File: src/srpg_pkg.sv
`timescale 1ns / 1ps
// ----------------------------------------------------------------------------
// srpg_pkg
// Types and constants of the stepper ramp pulse generator.
// ----------------------------------------------------------------------------
package srpg_pkg;

  localparam int STEPS_PER_UNIT = 1000;
  localparam int STEPS_W        = 26;

  localparam logic [15:0] BASE_PERIOD_RST   = 16'd10000;
  localparam logic [15:0] RAMP_LENGTH_RST   = 16'd6000;
  localparam logic [7:0]  RAMP_INTERVAL_RST = 8'd100;
  localparam logic [7:0]  PERIOD_STEP_RST   = 8'd130;

  localparam logic OP_START = 1'b0;
  localparam logic OP_TICK  = 1'b1;

  typedef enum logic [1:0] {
    REG_BASE_PERIOD,
    REG_RAMP_LENGTH,
    REG_RAMP_INTERVAL,
    REG_PERIOD_STEP
  } cfg_idx_t;

  typedef struct packed {
    logic [15:0] base_period;
    logic [15:0] ramp_length;
    logic [7:0]  ramp_interval;
    logic [7:0]  period_step;
  } cfg_t;

  typedef struct packed {
    logic        op;
    logic [15:0] distance;
    logic        direction;
    logic        stop_request;
  } in_word_t;

  typedef struct packed {
    logic               step_level;
    logic               dir_level;
    logic [15:0]        period;
    logic               running;
    logic               finished;
    logic [STEPS_W-1:0] steps_left;
  } out_word_t;

endpackage

File: src/srpg_cfg_regs.sv
`timescale 1ns / 1ps
// ----------------------------------------------------------------------------
// srpg_cfg_regs
// Configuration register file, written one register per word.
// ----------------------------------------------------------------------------
module srpg_cfg_regs (
  input  logic              clk,
  input  logic              rst,
  input  logic              cfg_valid,
  input  srpg_pkg::cfg_idx_t cfg_index,
  input  logic [15:0]       cfg_data,
  output srpg_pkg::cfg_t    cfg
);
  import srpg_pkg::*;

  always_ff @(posedge clk) begin
    if (rst) begin
      cfg.base_period   <= BASE_PERIOD_RST;
      cfg.ramp_length   <= RAMP_LENGTH_RST;
      cfg.ramp_interval <= RAMP_INTERVAL_RST;
      cfg.period_step   <= PERIOD_STEP_RST;
    end else if (cfg_valid) begin
      case (cfg_index)
        REG_BASE_PERIOD:   cfg.base_period   <= cfg_data;
        REG_RAMP_LENGTH:   cfg.ramp_length   <= cfg_data;
        REG_RAMP_INTERVAL: cfg.ramp_interval <= cfg_data[7:0];
        REG_PERIOD_STEP:   cfg.period_step   <= cfg_data[7:0];
        default: ;
      endcase
    end
  end

endmodule

File: src/srpg_core.sv
`timescale 1ns / 1ps
// ----------------------------------------------------------------------------
// srpg_core
// Move state and single-pass next-state logic for start and tick words.
// ----------------------------------------------------------------------------
module srpg_core (
  input  logic                clk,
  input  logic                rst,
  input  logic                fire,
  input  srpg_pkg::in_word_t  item,
  input  srpg_pkg::cfg_t      cfg,
  output srpg_pkg::out_word_t result
);
  import srpg_pkg::*;

  logic               active, active_next;
  logic               pin_level, pin_level_next;
  logic               edge_count, edge_count_next;
  logic               dir_latch, dir_latch_next;
  logic [STEPS_W-1:0] total_steps, total_steps_next;
  logic [STEPS_W-1:0] remaining, remaining_next;
  logic [7:0]         accel_index, accel_index_next;
  logic [7:0]         decel_index, decel_index_next;
  logic [15:0]        period_reg, period_reg_next;
  logic               fin;

  logic [STEPS_W-1:0] total_load;
  logic [STEPS_W-1:0] rem_new;
  logic [17:0]        ramp_limit;
  logic               ramp_on;
  logic [15:0]        a_prod, d_prod, dec_prod;
  logic [STEPS_W:0]   a_diff;
  logic [16:0]        d_diff, dec_diff;
  logic               a_hit, d_hit;
  logic [8:0]         ai_inc;
  logic [7:0]         ai_dec;
  logic [16:0]        acc_prod;
  logic [17:0]        acc_diff;
  logic [15:0]        acc_period, dec_period;

  // Datapath: marks and period candidates, all from the current state.
  always_comb begin
    total_load = STEPS_W'(item.distance * STEPS_PER_UNIT);
    rem_new    = edge_count ? remaining - STEPS_W'(1) : remaining;
    ramp_limit = {1'b0, cfg.ramp_length, 1'b0} + 18'(cfg.ramp_interval);
    ramp_on    = total_steps > STEPS_W'(ramp_limit);

    a_prod = cfg.ramp_interval * accel_index;
    a_diff = {1'b0, total_steps} - (STEPS_W + 1)'(a_prod);
    a_hit  = !a_diff[STEPS_W] && (rem_new == a_diff[STEPS_W-1:0]) &&
             (({1'b0, rem_new} + (STEPS_W + 1)'(cfg.ramp_length)) >= {1'b0, total_steps});

    d_prod = cfg.ramp_interval * decel_index;
    d_diff = {1'b0, cfg.ramp_length} - {1'b0, d_prod};
    d_hit  = !d_diff[16] && (rem_new == STEPS_W'(d_diff[15:0])) &&
             (rem_new <= STEPS_W'(cfg.ramp_length));

    ai_inc     = {1'b0, accel_index} + 9'd1;
    acc_prod   = cfg.period_step * ai_inc;
    acc_diff   = {2'b00, cfg.base_period} - {1'b0, acc_prod};
    acc_period = acc_diff[17] ? 16'd0 : acc_diff[15:0];

    ai_dec     = accel_index - 8'd1;
    dec_prod   = cfg.period_step * ai_dec;
    dec_diff   = {1'b0, cfg.base_period} - {1'b0, dec_prod};
    dec_period = dec_diff[16] ? 16'd0 : dec_diff[15:0];
  end

  // Next state for the word now being processed.
  always_comb begin
    active_next      = active;
    pin_level_next   = pin_level;
    edge_count_next  = edge_count;
    dir_latch_next   = dir_latch;
    total_steps_next = total_steps;
    remaining_next   = remaining;
    accel_index_next = accel_index;
    decel_index_next = decel_index;
    period_reg_next  = period_reg;
    fin              = 1'b0;
    if (item.op == OP_START) begin
      if (!active) begin
        accel_index_next = '0;
        decel_index_next = '0;
        pin_level_next   = 1'b0;
        dir_latch_next   = item.direction;
        total_steps_next = total_load;
        remaining_next   = total_load;
        period_reg_next  = cfg.base_period;
        active_next      = 1'b1;
      end
    end else if (active) begin
      if (remaining == '0 || item.stop_request) begin
        period_reg_next  = cfg.base_period;
        active_next      = 1'b0;
        total_steps_next = '0;
        remaining_next   = '0;
        accel_index_next = '0;
        decel_index_next = '0;
        fin              = 1'b1;
      end else begin
        pin_level_next  = !pin_level;
        edge_count_next = !edge_count;
        remaining_next  = rem_new;
        if (ramp_on && a_hit) begin
          period_reg_next  = acc_period;
          accel_index_next = ai_inc[7:0];
        end else if (ramp_on && d_hit) begin
          accel_index_next = ai_dec;
          period_reg_next  = dec_period;
          decel_index_next = decel_index + 8'd1;
        end
      end
    end
  end

  always_comb begin
    result.step_level = pin_level_next;
    result.dir_level  = !dir_latch_next;
    result.period     = period_reg_next;
    result.running    = active_next;
    result.finished   = fin;
    result.steps_left = remaining_next;
  end

  always_ff @(posedge clk) begin
    if (rst) begin
      active      <= 1'b0;
      pin_level   <= 1'b0;
      edge_count  <= 1'b0;
      dir_latch   <= 1'b0;
      total_steps <= '0;
      remaining   <= '0;
      accel_index <= '0;
      decel_index <= '0;
      period_reg  <= BASE_PERIOD_RST;
    end else if (fire) begin
      active      <= active_next;
      pin_level   <= pin_level_next;
      edge_count  <= edge_count_next;
      dir_latch   <= dir_latch_next;
      total_steps <= total_steps_next;
      remaining   <= remaining_next;
      accel_index <= accel_index_next;
      decel_index <= decel_index_next;
      period_reg  <= period_reg_next;
    end
  end

endmodule

File: src/stepper_ramp_pulse_generator.sv
`timescale 1ns / 1ps
// ----------------------------------------------------------------------------
// stepper_ramp_pulse_generator
// Step/direction pulse generator with a trapezoidal speed ramp.
// ----------------------------------------------------------------------------
//
//   channel | handshake            | payload
//   --------+----------------------+-------------------------------------
//   cmd     | cmd_valid/cmd_ready  | cmd: op, distance, direction, stop
//   res     | res_valid/res_ready  | res: step/dir levels, period, status
//   cfg     | cfg_valid/cfg_ready  | cfg_index, cfg_data (always ready)
//
// Every command word gives exactly one result word. The accept loads the
// input register, and a later edge, once the result register is free,
// runs the state update and loads the result register. One word per clock
// is sustained while res_ready is high; the state update is the loop.
// Reset (synchronous, rst high) restores the register defaults and idles.
// A stalled result holds the result register; cmd keeps flowing while the
// input register is empty or drains into the result register that cycle.
// ----------------------------------------------------------------------------
module stepper_ramp_pulse_generator (
  input  logic                clk,
  input  logic                rst,
  input  logic                cmd_valid,
  output logic                cmd_ready,
  input  srpg_pkg::in_word_t  cmd,
  output logic                res_valid,
  input  logic                res_ready,
  output srpg_pkg::out_word_t res,
  input  logic                cfg_valid,
  output logic                cfg_ready,
  input  srpg_pkg::cfg_idx_t  cfg_index,
  input  logic [15:0]         cfg_data
);
  import srpg_pkg::*;

  // Input register.
  logic      cmd_held;
  in_word_t  cmd_q;
  // Processing strobe: the held word moves into the result register.
  logic      proc;
  cfg_t      cfg;
  out_word_t result;

  assign cfg_ready = 1'b1;
  assign proc      = cmd_held && (!res_valid || res_ready);
  assign cmd_ready = !cmd_held || proc;

  srpg_cfg_regs u_cfg (
    .clk       (clk),
    .rst       (rst),
    .cfg_valid (cfg_valid),
    .cfg_index (cfg_index),
    .cfg_data  (cfg_data),
    .cfg       (cfg)
  );

  srpg_core u_core (
    .clk    (clk),
    .rst    (rst),
    .fire   (proc),
    .item   (cmd_q),
    .cfg    (cfg),
    .result (result)
  );

  // Hold the incoming word until the core takes it.
  always_ff @(posedge clk) begin
    if (rst) begin
      cmd_held <= 1'b0;
    end else if (cmd_ready) begin
      cmd_held <= cmd_valid;
    end
  end

  always_ff @(posedge clk) begin
    if (cmd_valid && cmd_ready) begin
      cmd_q <= cmd;
    end
  end

  // Result register: load on processing, drop once taken.
  always_ff @(posedge clk) begin
    if (rst) begin
      res_valid <= 1'b0;
    end else if (proc) begin
      res_valid <= 1'b1;
    end else if (res_ready) begin
      res_valid <= 1'b0;
    end
  end

  always_ff @(posedge clk) begin
    if (proc) begin
      res <= result;
    end
  end

endmodule

File: config.mk
export PLATFORM = sky130hd
export DESIGN_NAME = stepper_ramp_pulse_generator
export DESIGN_NICKNAME = d
export VERILOG_FILES = /design/src/srpg_pkg.sv /design/src/srpg_cfg_regs.sv /design/src/srpg_core.sv /design/src/stepper_ramp_pulse_generator.sv
export SDC_FILE = /design/constraint.sdc
export NUM_CORES = 1
export LEC_CHECK = 0
export BUFFER_PORTS_ARGS = -buffer_cell sky130_fd_sc_hd__buf_4
export CAP_MARGIN = 20
export CORE_MARGIN = 2
export CORE_UTILIZATION = 43
export DETAILED_ROUTE_END_ITERATION = 6
export PLACE_DENSITY = 0.59
export SETUP_SLACK_MARGIN = 0.3
export SLEW_MARGIN = 20
export SYNTH_ARGS = -nofsm -noshare
export SYNTH_HDL_FRONTEND = slang
export SYNTH_HIERARCHICAL = 1
export SYNTH_SLANG_ARGS = --single-unit
File: constraint.sdc
create_clock -name clk -period 8.05 [get_ports clk]
set_clock_uncertainty 0.2 [all_clocks]
set_input_delay 0.4025 -clock clk [delete_from_list [all_inputs] [get_ports clk]]
set_output_delay 0.4025 -clock clk [all_outputs]
set_load 0.01 [all_outputs]
==> qor.txt, run 1 <==
final net count: 3,932
largest net degree at the start of global routing: 79
Final Slew Violations: 0
EDFF count, synth: 65
synthesized instance count: 3,271
Routed Wire Length: 88,800 um
Clk Latency, worst-skew pair: 0.52 ns
FF+latch count, synth: 200
DRC: 0
Register Area: 0.00466 sq mm
RD Place Congestion: 0.958
via count of the first global-routing pass: 22,800
via/cell ratio: 5.62
Final Hold Viols: 0
hold slack: 0.0332 ns
Clk pin slew, worst setup/hold paths: 0.09 ns
global-route wire length before repair: 137,000 um
Hold/Removal Path Class: primary input to flip-flop
worst r2r path cells: 27
DPL Wire Length: 71,300 um
Multi-input gate area: 0.0210 sq mm
worst-margin pin slew: 1.14 ns
fin util: 47.5%
crit-path max FO: 28
Port Buffer Count: 89
commonest non-fill, non-tap cell in the layout: inv_1
pwr/cell area: 257 mW/mm^2
clock network fraction of design power: 12.4%
Peak VDD IR: 0.264 mV
syn avg cell area: 8.56 sq um
Largest regs: u_cfg/cfg: 48 flops, res: 46 flops, u_core/remaining: 26 flops
Largest register FFs: 48
initial antenna violation count: 1
initial drt markers: 2,139
most frequent cells in the layout: inv_1, ha_1, nand2_1, fa_1, nor2_1
io pins: 91
drt pass-1 iters: 6
synth unique cells: 104
max-cap violation count: 0
relative slew slack: 23.7%
Setup-failing EPs final: 0
P_leak: 13.9 nW
Sequential Power Share: 17.2%
synthesized area: 0.0280 sq mm
period utilization: 92.5%
Critical Path Start Type: flip-flop
post-route cell area: 0.0306 sq mm
Layout Area Growth over Synthesis: 9.40%
Cells on Worst Hold Path: 3
H-Tree Depth: 4
ys flop type: dfxtp_1
asr flop ratio synth: 0%
Highest Clock Rate: 134 MHz
Die ar.: 0.0672 sq mm
via count: 23,600
unrepaired setup endpoints after global routing: true
CP required: 8.07 ns
Biggest register: u_cfg/cfg
Tmin final: 7.44 ns
sequential fraction of the synthesis area: 16.6%
layout cells sized above 1: 7.54%
Die Span Y: 259 um
ANT nets after route: 0
Root Driver: clkbuf_16
die width: 259 um
sw power: 0.00403 W
clk sink count: 200
Starting Density: 43.4%
WL/cell: 21.1 um
TritonCTS clock tree: done
Overall Global Routing Usage: 26.8%
Tot Pwr: 0.00786 W
status: finished, final reports clean
kind of critical path: flip-flop to flip-flop
Syn Nets: 3,874
P_int: 0.00383 W
clock buffer depth: 2
DP Area: 0.0296 sq mm
Cell Rows: 93
synth warn: 6
Worst Setup End Kind: flip-flop
logic gate share of total power: 70.4%
grt ovf: 0
total CTS buffers: 17
core area: 0.0645 sq mm
setup TNS: 0 ns
CP arrival: 7.47 ns
Sw Ratio: 51.3%
Layout fillers: 6,429
what timing repair did:
item,4_1_cts,5_1_grt
endpoints found under the setup margin,0,48
hold buffers,34,0
hold endpoints to repair,39,0
setup buffers,0,1
resized for setup,0,9
logic make-up (layout without fill, tap and decap cells):
kind of cell	count (synthesis)	count (layout)	share of synthesized area (%)
AOI/OAI and AO/OA	545	545	13.2
and+or+nand+nor	1047	1047	19.3
muxes	103	103	3.72
other	1	4	0.0134
xor gates and xnor gates	183	183	6.42
adders and majority gates	561	561	32.0
buffers and inverters	631	702	8.76
DFF	200	200	16.6
final timing paths:
check	endpoint	slack [ns]	start
max	res[39]$_DFFE_PP_	0.61	u_core/remaining[0]$_SDFFE_PP0P_
min	u_cfg/cfg[47]$_SDFFE_PP0P_	0.03	cfg_data[15]
max reg2reg	res[39]$_DFFE_PP_	0.61	u_core/remaining[0]$_SDFFE_PP0P_
min reg2reg	res_valid$_SDFFE_PP0P_	0.30	cmd_held$_SDFFE_PP0P_
worst max-delay path: stages (launching register included):
cell and delay, ns:
dfxtp_1 0.42, inv_1 0.10, ha_1 0.32, nand4bb_1 0.37, nor3_1 0.36, xnor2_1 0.30
inv_1 0.13, ha_1 0.39, or3_1 0.38, a2111oi_1 0.53, or3_1 0.22, a41oi_1 0.18
o21bai_1 0.21, and2_1 0.28, nor2b_1 0.20, xnor2_1 0.09, ha_1 0.29, and3_1 0.14
o2111ai_1 0.18, a21oi_1 0.15, o21ai_0 0.17, a31oi_1 0.25, a311oi_2 0.11, nor3b_4 0.22
buf_4 0.39, a211oi_1 0.10, a211oi_1 0.32, a21oi_1 0.12
synth_stat cells, types with 14 or more instances:
cell	count	area, sq um
a211oi_1	33	248
a21o_1	32	240
a21oi_1	129	646
a221oi_1	16	140
a22oi_1	25	188
a31oi_1	21	131
and2_1	114	713
and3_1	16	100
clkbuf_1	116	435
dfxtp_1	135	2700
edfxtp_1	65	1950
fa_1	257	5140
ha_1	304	3800
inv_1	481	1810
mux2i_1	95	951
nand2_1	264	991
nand2b_1	75	469
nand3_1	50	250
nand4_1	31	194
nor2_1	226	848
nor2b_1	64	400
nor3_1	59	295
nor4_1	35	219
o211ai_1	25	188
o21a_1	24	180
o21ai_0	97	485
or3_1	28	175
or4_1	14	105
xnor2_1	116	1020
xor2_1	52	455
metrics by stage:
stage,std cells,worst slack [ns]
4_1_cts,4196,0.481
5_1_grt,4197,0.307
3_5_place_dp,4130,0.556
2_1_floorplan,3271,1.36
6_report,4200,0.607
3_3_place_gp,4130,0.616
layout make-up:
class / count / area share (%)
flip-flops and latches: 200 / 15.2
repair buffers: 187 / 4.86
clock buffers: 17 / 1.39
multi-input cells: 2440 / 68.4
diodes: 3 / 0.0245
well taps: 855 / 3.49
inverters: 483 / 5.92
clock inverters: 15 / 0.707
power by group through the flow:
stage	Clock (W)	Sequential [W]	Combinational (W)
6_report	0.000972	0.00135	0.00554
5_1_grt	0.00102	0.00137	0.00605
4_1_cts	0.000997	0.00135	0.00543
3_5_place_dp	0	0.00137	0.00537
3_3_place_gp	0	0.00137	0.00538
2_1_floorplan	0	0.00127	0.00386
routing by layer:
metal / track usage (%) / up-vias / routed length, um
met5: 0 / - / 0
met4: 7.34 / 0 / 1980
met3: 5.17 / 112 / 7100
met2: 40.3 / 829 / 38200
met1: 39.1 / 11500 / 41400
li1: - / 11100 / -
Power figures use the tool's default switching activity.
==> run 2, diff against run 1 <==
- CTS_BUF_LIST: not set -> sky130_fd_sc_hd__clkbuf_8
- SLEW_MARGIN: 20 -> 10
- clock period: 8.05 -> 7.5 ns (I/O delays scaled with it)
==> qor.txt, run 2 (same netlist as run 1, synthesis figures left out) <==
DPL Wire Length: 73,400 um (+3.0%)
P_int: 0.00395 W (+3.2%)
CP required: 7.78 ns (-0.29 ns)
clock network fraction of design power: 9.9% (-2.5 points)
Non-Filler Instances: 4,239 (+0.93%)
clk sink count: 200 (unchanged)
Layout fillers: 6,357 (-1.1%)
Sequential Power Share: 17.2% (about the same)
Root Driver: clkbuf_8
sw power: 0.00436 W (+8.1%)
gr busiest metal: met2
H-Tree Depth: 4 (unchanged)
Largest register FFs: 48 (unchanged)
Die Span Y: 259 um (unchanged)
RD Place Congestion: 0.950 (-0.75%)
initial drt markers: 2,301 (+7.6%)
worst-margin pin slew: 1.23 ns (+0.0899 ns)
initial antenna violation count: 3 (+2)
Die ar.: 0.0672 sq mm (unchanged)
routing usage on met1: 39.0% (-0.052 points)
WL/cell: 21.4 um (+1.4%)
drt pass-1 iters: 6 (unchanged)
Routed Wire Length: 90,800 um (+2.3%)
Cell Rows: 93 (unchanged)
Final Slew Violations: 0 (unchanged)
WP buf/inv: 7 (+4)
Sw Ratio: 52.4% (+1.1 points)
# placed instances: 4,165 (+0.85%)
CP peak stage delay: 0.54 ns (about the same)
CP top delay family: adder cells
Final WS setup: 0.587 ns (-0.0202 ns)
pwr/cell area: 268 mW/mm^2 (+4.6%)
Largest regs: u_cfg/cfg: 48 flops, res: 46 flops, u_core/remaining: 26 flops
Layout Area Growth over Synthesis: 10.6%
Reg-to-Reg Start: u_cfg/cfg[14]$_SDFFE_PP1P_
global-route wire length before repair: 138,000 um (+0.90%)
DRC: 0 (unchanged)
Starting Density: 43.4% (unchanged)
unrepaired setup endpoints after global routing: false
Critical Path Start Type: flip-flop
Tmin final: 6.91 ns (-0.530 ns)
die width: 259 um (unchanged)
crit-path max FO: 9 (-68%)
total CTS buffers: 17 (unchanged)
Hold/Removal Path Class: primary input to flip-flop
most frequent cells in the layout: inv_1, ha_1, nand2_1, fa_1, nor2_1
period utilization: 92.2% (-0.28 points)
Highest Clock Rate: 145 MHz (+7.7%)
largest net degree at the start of global routing: 79 (unchanged)
CP arrival: 7.19 ns (-0.28 ns)
logic gate share of total power: 72.9% (+2.5 points)
Placement Setup Slack: 0.0691 ns (-0.487 ns)
Reg2Reg Setup Slack: 0.59 ns (-0.02 ns)
hold_sp: cfg_valid
Clk pin slew, worst setup/hold paths: 0.17 ns (+0.08 ns)
kind of critical path: flip-flop to flip-flop
Register Area: 0.00468 sq mm (+0.38%)
via/cell ratio: 5.59 (-0.57%)
Multi-input gate area: 0.0211 sq mm (+0.83%)
Port Buffer Count: 89 (unchanged)
met2 usage: 40.6% (+0.32 points)
final net count: 3,972 (+1.0%)
Overall Global Routing Usage: 27.2% (+0.44 points)
P_leak: 14.1 nW (+1.2%)
status: finished, final reports clean
Peak VDD IR: 0.203 mV (-23%)
commonest non-fill, non-tap cell in the layout: inv_1
Cells on Worst Hold Path: 3 (unchanged)
io pins: 91 (unchanged)
clock buffer depth: 2 (unchanged)
global-route track usage on met3: 6.61% (+1.4 points)
Worst Setup End Kind: flip-flop
grt ovf: 0 (unchanged)
Setup-failing EPs final: 0 (unchanged)
relative slew slack: 17.4% (-6.3 points)
max-cap violation count: 0 (unchanged)
reg2reg end: u_core/period_reg[5]$_SDFFE_PP0P_
worst r2r path cells: 25 (-7.4%)
WHS Endpoint: u_cfg/cfg[12]$_SDFFE_PP0P_
layout cells sized above 1: 9.58% (+2.0 points)
Final Hold Viols: 0 (unchanged)
TritonCTS clock tree: done
setup TNS: 0 ns (unchanged)
Biggest register: u_cfg/cfg
core area: 0.0645 sq mm (unchanged)
via count: 23,700 (+0.36%)
Critical-path top delay cell: fa_1
via count of the first global-routing pass: 22,600 (-0.79%)
Clk Latency, worst-skew pair: 0.60 ns (+0.08 ns)
ANT nets after route: 0 (unchanged)
run 2: changes by cell type in the layout (fill, tap and decap cells not counted), sizes merged:
cell and change:
dlygate4sd3 +5, clkinv -2, diode -1, buf +35, inv +2
run 2: how the worst max path moves through the flow:
stage | from | endpoint | slack (ns) | cells past startpoint
after floorplan | u_core/accel_index[1]$_SDFFE_PP0P_ | res[36]$_DFFE_PP_ | 0.81 | 25
after global placement | u_core/remaining[0]$_SDFFE_PP0P_ | u_core/accel_index[2]$_SDFFE_PP0P_ | 0.07 | 29
after detailed placement | u_cfg/cfg[12]$_SDFFE_PP0P_ | u_core/accel_index[2]$_SDFFE_PP0P_ | 0.07 | 24
after CTS | u_core/remaining[0]$_SDFFE_PP0P_ | u_core/accel_index[2]$_SDFFE_PP0P_ | 0.29 | 28
after global routing | u_cfg/cfg[14]$_SDFFE_PP1P_ | res[33]$_DFFE_PP_ | 0.30 | 25
final | u_cfg/cfg[14]$_SDFFE_PP1P_ | u_core/period_reg[5]$_SDFFE_PP0P_ | 0.59 | 25
run 2: power groups by stage:
stage / clock (W) / sequential [W] / combinational (W)
floorplan: 0 / 0.00137 / 0.00414
global placement: 0 / 0.00145 / 0.00582
detailed placement: 0 / 0.00145 / 0.00582
CTS: 0.000845 / 0.00142 / 0.00591
global route: 0.000878 / 0.00144 / 0.00664
finish: 0.000821 / 0.00143 / 0.00606
run 2: what timing repair did:
item / 4_1_cts / 5_1_grt
buffers inserted: 0 / 0
hold endpoints to repair: 62 / 3
hold buffers: 37 / 2
endpoints found under the setup margin: 45 / 48
gates resized for setup: 8 / 52
pin swaps: 0 / 2
run 2: worst min-delay path, stage by stage:
cell and delay, ns:
buf_4 0.11, and3b_1 0.21, mux2i_1 0.08
run 2: layer usage:
layer / wire length (um) / vias to the layer above
met1: 41300 / 11400
met5: 0 / -
met4: 2490 / 0
met3: 7930 / 126
li1: - / 11200
met2: 39100 / 897
run 2: cell type report:
cell class | instances | area share, %
Tap cell | 855 | 3.46
Inverter | 483 | 5.86
Antenna cell | 2 | 0.0162
Clock buffer | 17 | 0.756
Clock inverter | 15 | 0.699
Multi-Input combinational cell | 2440 | 68.2
Sequential cell | 200 | 15.1
Timing Repair Buffer | 227 | 5.88
run 2: stage by stage:
stage	total power (W)	hold slack, ns	utilization [%]	cell area, sq um
final	0.00831	0.0412	48.0	31000
after global routing	0.00896	0.0275	48.0	31000
after CTS	0.00818	0.00104	47.7	30700
after detailed placement	0.00726	0.271	46.3	29900
after global placement	0.00727	0.268	46.3	29900
after floorplan	0.00551	0.237	-	28000
